## config.mk

```make
export PLATFORM = sky130hd
export DESIGN_NAME = ascii_can_frame_parser
export DESIGN_NICKNAME = d
export VERILOG_FILES = /design/src/hdl/acfp_pkg.sv /design/src/hdl/ascii_can_frame_parser.sv
export VERILOG_INCLUDE_DIRS = /design/src /design/src/hdl
export SDC_FILE = /design/constraint.sdc
export NUM_CORES = 1
export LEC_CHECK = 0
export ABC_AREA = 0
export BUFFER_PORTS_ARGS = -buffer_cell sky130_fd_sc_hd__buf_2
export CAP_MARGIN = 20
export CORE_UTILIZATION = 55
export DETAILED_ROUTE_END_ITERATION = 10
export PLACE_DENSITY = 0.85
export SLEW_MARGIN = 20
export SYNTH_ARGS = -nofsm -noshare
export SYNTH_HDL_FRONTEND = slang
export SYNTH_SLANG_ARGS = --single-unit
```

## constraint.sdc

```tcl
create_clock -name clk -period 4.9 [get_ports clk]
set_input_delay 0.245 -clock clk [delete_from_list [all_inputs] [get_ports clk]]
set_output_delay 0.245 -clock clk [all_outputs]
set_load 0.005 [all_outputs]
```

## src/hdl/ascii_can_frame_parser_assert.svh

```systemverilog
// ----------------------------------------------------------------------------
// ascii_can_frame_parser_assert.svh
// Assertion macros for the ASCII CAN frame parser; empty under synthesis.
// ----------------------------------------------------------------------------
`ifndef ASCII_CAN_FRAME_PARSER_ASSERT_SVH
`define ASCII_CAN_FRAME_PARSER_ASSERT_SVH
`ifndef SYNTHESIS
// same-cycle implication
`define ACFP_ASSERT_IMP(label, clk, rst, ante, cons, msg) \
  label: assert property (@(posedge clk) disable iff (rst) (ante) |-> (cons)) \
    else $error(msg);
// next-cycle implication
`define ACFP_ASSERT_NXT(label, clk, rst, ante, cons, msg) \
  label: assert property (@(posedge clk) disable iff (rst) (ante) |=> (cons)) \
    else $error(msg);
`else
`define ACFP_ASSERT_IMP(label, clk, rst, ante, cons, msg)
`define ACFP_ASSERT_NXT(label, clk, rst, ante, cons, msg)
`endif
`endif

```

## src/hdl/acfp_pkg.sv

```systemverilog
// ----------------------------------------------------------------------------
// acfp_pkg
// Constants, types and the hex digit decoder of the ASCII CAN frame parser.
// ----------------------------------------------------------------------------
package acfp_pkg;

  // frame layout
  localparam int MAX_DATA_BYTES = 8;
  localparam int ID_HEX_DIGITS  = 8;
  localparam int OUT_BYTES      = 8;
  localparam int POS_W          = 5;

  // characters
  localparam logic [7:0] CHAR_FRAME = 8'h54;
  localparam logic [7:0] CHAR_CR    = 8'h0D;

  // line positions
  localparam logic [POS_W-1:0] POS_LIMIT      = 5'd31;
  localparam logic [POS_W-1:0] POS_ID_LAST    = POS_W'(ID_HEX_DIGITS);
  localparam logic [POS_W-1:0] POS_LENGTH     = POS_W'(ID_HEX_DIGITS + 1);
  localparam logic [POS_W-1:0] POS_DATA_FIRST = POS_W'(ID_HEX_DIGITS + 2);
  localparam logic [POS_W-1:0] POS_DATA_END   =
    POS_W'(ID_HEX_DIGITS + 2 + 2 * MAX_DATA_BYTES);
  localparam logic [3:0]       LEN_MAX        = 4'(MAX_DATA_BYTES);

  typedef struct packed {
    logic       ok;
    logic [3:0] value;
  } hex_digit_t;

  // ascii hex character to nibble
  function automatic hex_digit_t hex_value(input logic [7:0] c);
    hex_digit_t h;
    h.ok    = 1'b1;
    h.value = 4'd0;
    case (c) inside
      [8'h30:8'h39]: h.value = c[3:0];
      [8'h41:8'h46],
      [8'h61:8'h66]: h.value = c[3:0] + 4'd9;
      default:       h.ok = 1'b0;
    endcase
    return h;
  endfunction

endpackage

```

## src/hdl/ascii_can_frame_parser.sv

```systemverilog
// ----------------------------------------------------------------------------
// ascii_can_frame_parser
// Parses carriage-return-terminated ASCII lines into extended CAN frames.
//
// Usage: rx_byte/rx_valid/rx_ready carries one received character per
// transfer. A line starting with 'T' holds 8 hex identifier characters, one
// hex length character and length hex byte pairs; its carriage return puts
// one frame on frame_valid/frame_ready with frame_id, frame_length and
// byte_0..byte_7. Every other line gives no frame.
// Throughput: one character per cycle while rx_ready is high; the line state is
// updated in the same cycle a character transfers.
// Output: the frame appears in the cycle after its carriage return transfers,
// held in the output register until taken.
// Stall: rx_ready stays high while the output register is empty or being
// drained; it drops only while a frame waits and frame_ready is low.
// Reset: rst (synchronous) clears the line state and empties the output.
// ----------------------------------------------------------------------------
`include "ascii_can_frame_parser_assert.svh"

module ascii_can_frame_parser (
  input  logic       clk,
  input  logic       rst,
  input  logic [7:0] rx_byte,
  input  logic       rx_valid,
  output logic       rx_ready,
  output logic [31:0] frame_id,
  output logic [3:0] frame_length,
  output logic [7:0] byte_0,
  output logic [7:0] byte_1,
  output logic [7:0] byte_2,
  output logic [7:0] byte_3,
  output logic [7:0] byte_4,
  output logic [7:0] byte_5,
  output logic [7:0] byte_6,
  output logic [7:0] byte_7,
  output logic       frame_valid,
  input  logic       frame_ready
);
  import acfp_pkg::*;

  // line state
  logic             line_is_frame, line_is_frame_next;
  logic [POS_W-1:0] char_position, char_position_next;
  logic [31:0]      id_accumulator, id_accumulator_next;
  logic [3:0]       length_value, length_value_next;
  logic             field_stopped, field_stopped_next;
  logic [7:0]       data_store [OUT_BYTES];
  logic [7:0]       data_store_next [OUT_BYTES];

  // output register
  logic [7:0]       out_data [OUT_BYTES];

  logic             rx_fire;
  logic             is_cr;
  hex_digit_t       digit;
  logic [POS_W-1:0] data_offset;
  logic [2:0]       byte_sel;
  logic [3:0]       len_sat;

  assign rx_ready = !frame_valid || frame_ready;
  assign rx_fire  = rx_valid && rx_ready;
  assign is_cr    = (rx_byte == CHAR_CR);
  assign digit    = hex_value(rx_byte);

  assign data_offset = char_position - POS_DATA_FIRST;
  assign byte_sel    = data_offset[3:1];
  assign len_sat     = (length_value > LEN_MAX) ? LEN_MAX : length_value;

  // next line state for the current character
  always_comb begin
    line_is_frame_next  = line_is_frame;
    char_position_next  = char_position;
    id_accumulator_next = id_accumulator;
    length_value_next   = length_value;
    field_stopped_next  = field_stopped;
    for (int i = 0; i < OUT_BYTES; i++) begin
      data_store_next[i] = data_store[i];
    end

    if (is_cr) begin
      line_is_frame_next  = 1'b0;
      char_position_next  = '0;
      id_accumulator_next = '0;
      length_value_next   = '0;
      field_stopped_next  = 1'b0;
      for (int i = 0; i < OUT_BYTES; i++) begin
        data_store_next[i] = '0;
      end
    end else begin
      if (char_position == '0) begin
        line_is_frame_next = (rx_byte == CHAR_FRAME);
        field_stopped_next = 1'b0;
      end else if (char_position <= POS_ID_LAST) begin
        if (!field_stopped) begin
          if (digit.ok) begin
            id_accumulator_next = {id_accumulator[27:0], digit.value};
          end else begin
            field_stopped_next = 1'b1;
          end
        end
      end else if (char_position == POS_LENGTH) begin
        length_value_next = digit.ok ? digit.value : 4'd0;
      end else if (char_position < POS_DATA_END) begin
        if (!data_offset[0]) begin
          // first digit of a pair
          data_store_next[byte_sel] = digit.ok ? {4'd0, digit.value} : 8'd0;
          field_stopped_next        = !digit.ok;
        end else if (!field_stopped && digit.ok) begin
          data_store_next[byte_sel] = {data_store[byte_sel][3:0], digit.value};
        end
      end
      if (char_position < POS_LIMIT) begin
        char_position_next = char_position + 1'b1;
      end
    end
  end

  // line state registers
  always_ff @(posedge clk) begin
    if (rst) begin
      line_is_frame  <= 1'b0;
      char_position  <= '0;
      id_accumulator <= '0;
      length_value   <= '0;
      field_stopped  <= 1'b0;
      for (int i = 0; i < OUT_BYTES; i++) begin
        data_store[i] <= '0;
      end
    end else if (rx_fire) begin
      line_is_frame  <= line_is_frame_next;
      char_position  <= char_position_next;
      id_accumulator <= id_accumulator_next;
      length_value   <= length_value_next;
      field_stopped  <= field_stopped_next;
      for (int i = 0; i < OUT_BYTES; i++) begin
        data_store[i] <= data_store_next[i];
      end
    end
  end

  // result register, loaded at the carriage return of a frame line
  always_ff @(posedge clk) begin
    if (rst) begin
      frame_valid <= 1'b0;
    end else begin
      if (frame_valid && frame_ready) begin
        frame_valid <= 1'b0;
      end
      if (rx_fire && is_cr && line_is_frame) begin
        frame_valid <= 1'b1;
      end
    end
    if (rx_fire && is_cr && line_is_frame) begin
      frame_id     <= id_accumulator;
      frame_length <= len_sat;
      for (int i = 0; i < OUT_BYTES; i++) begin
        out_data[i] <= (4'(i) < len_sat) ? data_store[i] : 8'd0;
      end
    end
  end

  assign byte_0 = out_data[0];
  assign byte_1 = out_data[1];
  assign byte_2 = out_data[2];
  assign byte_3 = out_data[3];
  assign byte_4 = out_data[4];
  assign byte_5 = out_data[5];
  assign byte_6 = out_data[6];
  assign byte_7 = out_data[7];

  // checks
  `ACFP_ASSERT_IMP(a_len_limit, clk, rst, frame_valid, frame_length <= LEN_MAX, "length above limit")
  `ACFP_ASSERT_NXT(a_cr_clears, clk, rst, rx_fire && is_cr, char_position == '0 && !line_is_frame, "line not cleared")
  `ACFP_ASSERT_NXT(a_pos_step, clk, rst, rx_fire && !is_cr && char_position < POS_LIMIT, char_position == $past(char_position) + 1'b1, "position did not advance")
  `ACFP_ASSERT_IMP(a_ready_empty, clk, rst, !frame_valid, rx_ready, "stalled with empty output")

endmodule
```

# Yosys cells after proc, flatten, opt, wreduce, memory -nomap -nowiden
# Memories as Yosys holds them, arrays and structs flattened.
# Cells that the tools add are included.
# Widths: inputs -> output; s select.
# classes
n_addsub	3
muxes	64
n_eq_ne	8
order_cmp	20
bitwise_logic	9
reduce_logical	27
# op_table
operator	n
$mux 64	7
$mux 32	5
$mux 8	17
$bwmux 64	2
$mux 4	9
$demux 8 s3	1
$mux 1	21
$ge 8x7->1 const B	2
$le 8x7->1 const B	2
$lt 3x4->1 const A	4
$reduce_bool 2->1	6
$lt 5x5->1 const B	2
$mux 5	2
$logic_and 1x1->1	9
$eq 8x4->1 const B	1
$eq 8x7->1 const B	1
$ge 8x6->1 const B	1
$le 8x6->1 const B	1
$lt 1x4->1 const A	2
$lt 2x4->1 const A	2
$or 1x1->1	8
$reduce_and 4->1	2
$add 5x1->5 const B	1
$eq 5x4->1 const B	1
other kinds (18)	22
# totals
wordCells	141
ram_bits	128
register_bits	80
output_inout_bits	102
n_memories	2
# memory_table
name	depth	width	rd	rd_clocked_by_memory_dff	write_ports	line	rtl
data_store	8	8	9	0	8	ascii_can_frame_parser.sv:47	logic [7:0] data_store [OUT_BYTES];
out_data	8	8	8	0	8	ascii_can_frame_parser.sv:51	logic [7:0] out_data [OUT_BYTES];

# Depth between registers and ports, before layout
# depth
depth_word	15
depth_mapped	10
ltp_nobuf	7

# Worst setup path after synthesis
# OpenSTA, ideal clock, no wires.
# synth_path
path_type	input port to flip-flop
from	in rx_byte[1]
to	reg frame_id[0], enable pin
n_path_buf	0
required_ps	4446
setup_slack_ps	1264
path_stages	7
t_arrival_ps	3183
cell_sequence	inv_1 > ha_1 > and4bb_1 > nand2_1 > nor2_1 > nand2_1 > inv_1
# synth_via
elab_chain_len	3
# synth_lines
element	line	rtl
start: declaration	ascii_can_frame_parser.sv:23	input logic [7:0] rx_byte,
$eq 8x4->1	ascii_can_frame_parser.sv:62	assign is_cr = (rx_byte == CHAR_CR);
$logic_and 1x1->1 (2 in series)	ascii_can_frame_parser.sv:153	if (rx_fire && is_cr && line_is_frame) begin
end signal: assignment	ascii_can_frame_parser.sv:154	frame_id <= id_accumulator;
end: declaration	ascii_can_frame_parser.sv:26	output logic [31:0] frame_id,
# No other way between the ends.
# A chain may end at the register's enable or synchronous reset.

==> results.md <==
* Status: finished, final reports clean
* CORE AREA at 15400 um^2
* Post-CTS resize count at 0
* Die H at 128 um
* Hold-fix buffer count after cts at 0
* Leakage at 3.25 nW
* Critical Path Start Type: flip-flop
* Initial cell density of the core at 0.568
* CP Max Fanout at 22
* Die W at 128 um
* Number of flops mapped to enable cells by yosys at 164
* Io pins at 114
* CP Class: flip-flop to flip-flop
* Max-Cap Viols at 0
* ANT nets after route at 0
* Endpoints failing setup at 0
* Post-synth top flop: edfxtp_1
* FP Rows at 45
* Crit path required time at 5.11 ns
* Initial antenna violation count at 0
* Synth Area in Simple Gates at 0.160
* DPL Wire Length at 12600 um
* Synth Warn # at 0
* Mapped Cells at 690
* Overall Global Routing Usage at 0.238
* Peak VDD IR at 0.205 mV
* HP Class: input port to flip-flop
* Synth Area in XOR/XNOR at 0.00487
* CTS tree: done
* Yosys reg bits at 208
* Final nets at 823
* Post-synthesis mux area share at 0.0150
* Area grow syn2layout at 16.4%
* Crit. Startpoint: char_position[1]
* Routed wire per std cell at 18.5 um
* CTS Root Buffer Type: clkbuf_16
* Place WS at 1.14 ns
* Worst hold margin at 0.0899 ns
* Slew Viols, Final at 0
* Port bufs at 113
* N_diodes at 0
* Largest net degree at the start of global routing at 49
* Arr. time, crit path at 3.95 ns
* DRT iter0 DRCs at 739
* Measured slew at the worst slew-check pin at 1.01 ns
* DR vias/cell at 5.86
* H-tree Lvls at 1
* Ys async rst share at 0
* Synthesized-area fraction occupied by adder cells at 0.0115
* Setup Skew at 0.0127 ns
* CTS Buf Count at 21
* Critical Path End Type: flip-flop
* Post-CTS Setup Inserts at 0
* Setup TNS at 0 ns
* TritonRoute pass-1 iters at 5
* Syn_area_per_cell at 12.7 um^2
* Max-slew headroom at 0.326
* Share of cells above drive strength 1 at 0.216
* Gr ovfl total at 0
* Syn Nets at 710
* Sequential area share after synthesis at 0.665
* Hold Violations, Final at 0
* Synth Cell Area at 8740 um^2
* Clock net sink count at 208
* Number of global-route vias before repair at 5805
* Worst-path clk slew at 0.06 ns
* First-pass GRT wire length at 30300 um
* Via count at 6030
* Largest family of logic cells by synthesized area: simple AND/OR/NAND/NOR gates
* PnR worst setup slack at 1.16 ns
* Filler instances at 1115
* Final wirelength at 19000 um
* RSZ-0062 raised after global routing: no
* Min Tclk post-route at 3.74 ns
* Pwr Density at 366 nW/um^2
* Buffer depth of the longest clock path at 3
* Utilization after layout at 0.662
* Hold Crit Start: frame_ready
* Fin crit share at 0.763
* Netlist cell types at 62
* Post-route DRC at 0
* Reg2reg start: char_position[1]
* F_max at 0.267 GHz
* GP Congestion at 0.935
* Clk_lat worst skew at 0.49 ns
* Synth Area in Compound Gates at 0.121
* Tot Pwr at 3.72 mW
* DIE AREA at 16400 um^2
==> Yosys cell counts, types with 2 or more instances <==
cell type,n,area [um^2]
a221oi_1,5,43.8
and4bb_1,2,25.0
xnor2_1,2,17.5
inv_1,10,37.5
a31oi_1,4,25.0
nand4b_1,2,17.5
mux4_2,3,67.6
mux2i_1,3,30.0
o21ai_1,2,10.0
nand2_1,62,233
nor3_1,5,25.0
o211ai_1,2,15.0
o21ai_0,26,130
dfxtp_1,44,881
nor3b_1,4,30.0
buf_2,13,65.1
a21oi_1,15,75.1
nand4_1,7,43.8
nand2b_1,3,18.8
clkbuf_1,22,82.6
mux2_2,3,33.8
nand3b_1,4,30.0
nand3_1,32,160
o22a_1,2,17.5
nor3_4,2,32.5
a2bb2oi_1,28,245
o31ai_1,6,45.0
a211oi_1,38,285
nor2_1,61,229
and2_1,12,75.1
ha_1,8,100
buf_4,2,15.0
edfxtp_1,164,4920
nor2b_1,64,400
==> cell usage in the layout (no fill, tap or decap), types with 3 or more instances in the layout <==
master and instances:
nand2_1 62, dfxtp_1 44, nand4_1 7, and2_1 12, nand3b_1 4, nand2b_1 3, inv_1 9, clkinv_1 5
mux4_2 3, a21oi_1 14, a2bb2oi_1 28, a211oi_1 38, ha_1 8, a31oi_1 4, clkbuf_1 7, nor3b_1 4
mux2_2 3, nor3_1 5, o31ai_1 6, nor2_1 60, edfxtp_1 164, buf_4 12, a221oi_1 5, mux2i_1 3
nor2b_1 64, o21ai_0 26, buf_2 114, clkbuf_16 22, nand3_1 32
==> registers in the layout, indices dropped and copies added (netlist names), 4 cells and up <==
signal / count
out_data: 64
data_store: 64
frame_id: 32
char_position: 5
length_value: 4
id_accumulator: 32
frame_length: 4
==> where the power goes <==
group	switching [mW]	internal [mW]
logic	0.155	0.0891
registers	0.0519	1.96
clock network	0.628	0.844
==> per-stage QoR <==
stage / instance area [um^2] / std cells
2_1_floorplan: 8740 / 690
3_3_place_gp: 9500 / 989
3_5_place_dp: 9500 / 989
4_1_cts: 10100 / 1027
5_1_grt: 10200 / 1029
6_report: 10200 / 1029
==> path summary, 6_finish.rpt <==
path                            slack [ns]          endpoint  depth (start not counted)
worst max register to register        1.16  data_store[6][7]                          6
worst max-delay path                  1.16  data_store[6][7]                          6
worst min-delay path                  0.09       frame_valid                          3
worst min register to register        0.44      frame_id[31]                          0
==> layer usage <==
metal / GRT usage / share of wire / vias to the layer above
met1: 0.324 / 0.40 / 2886
met4: 0.0886 / 0.022 / 0
met2: 0.389 / 0.50 / 306
met3: 0.0363 / 0.080 / 33
li1: - / - / 2805
met5: 0 / 0 / -
==> logic make-up after synthesis <==
logic type / Yosys count
xor+xnor: 4
fa+ha+maj: 8
simple gates: 269
compound gates: 145
flops: 208
mux: 9
buf+inv: 47
==> final cells by class <==
class,count,area (um^2),share of cell area
Sequential cell,208,5810,0.571
Multi-Input combinational cell,435,2740,0.270
Timing Repair Buffer,127,681,0.0669
Clock buffer,30,591,0.0581
Tap cell,211,264,0.0260
Clock inverter,8,46.3,0.00455
Inverter,10,38.8,0.00381
==> critical path, stage by stage, from the launching register on <==
cell and delay (ns):
dfxtp_1 0.85, inv_1 0.35, ha_1 0.38, xnor2_2 0.80, o21ai_0 0.20, a222oi_1 0.70, o21ai_1 0.18
(Power assumes the default switching activity.)
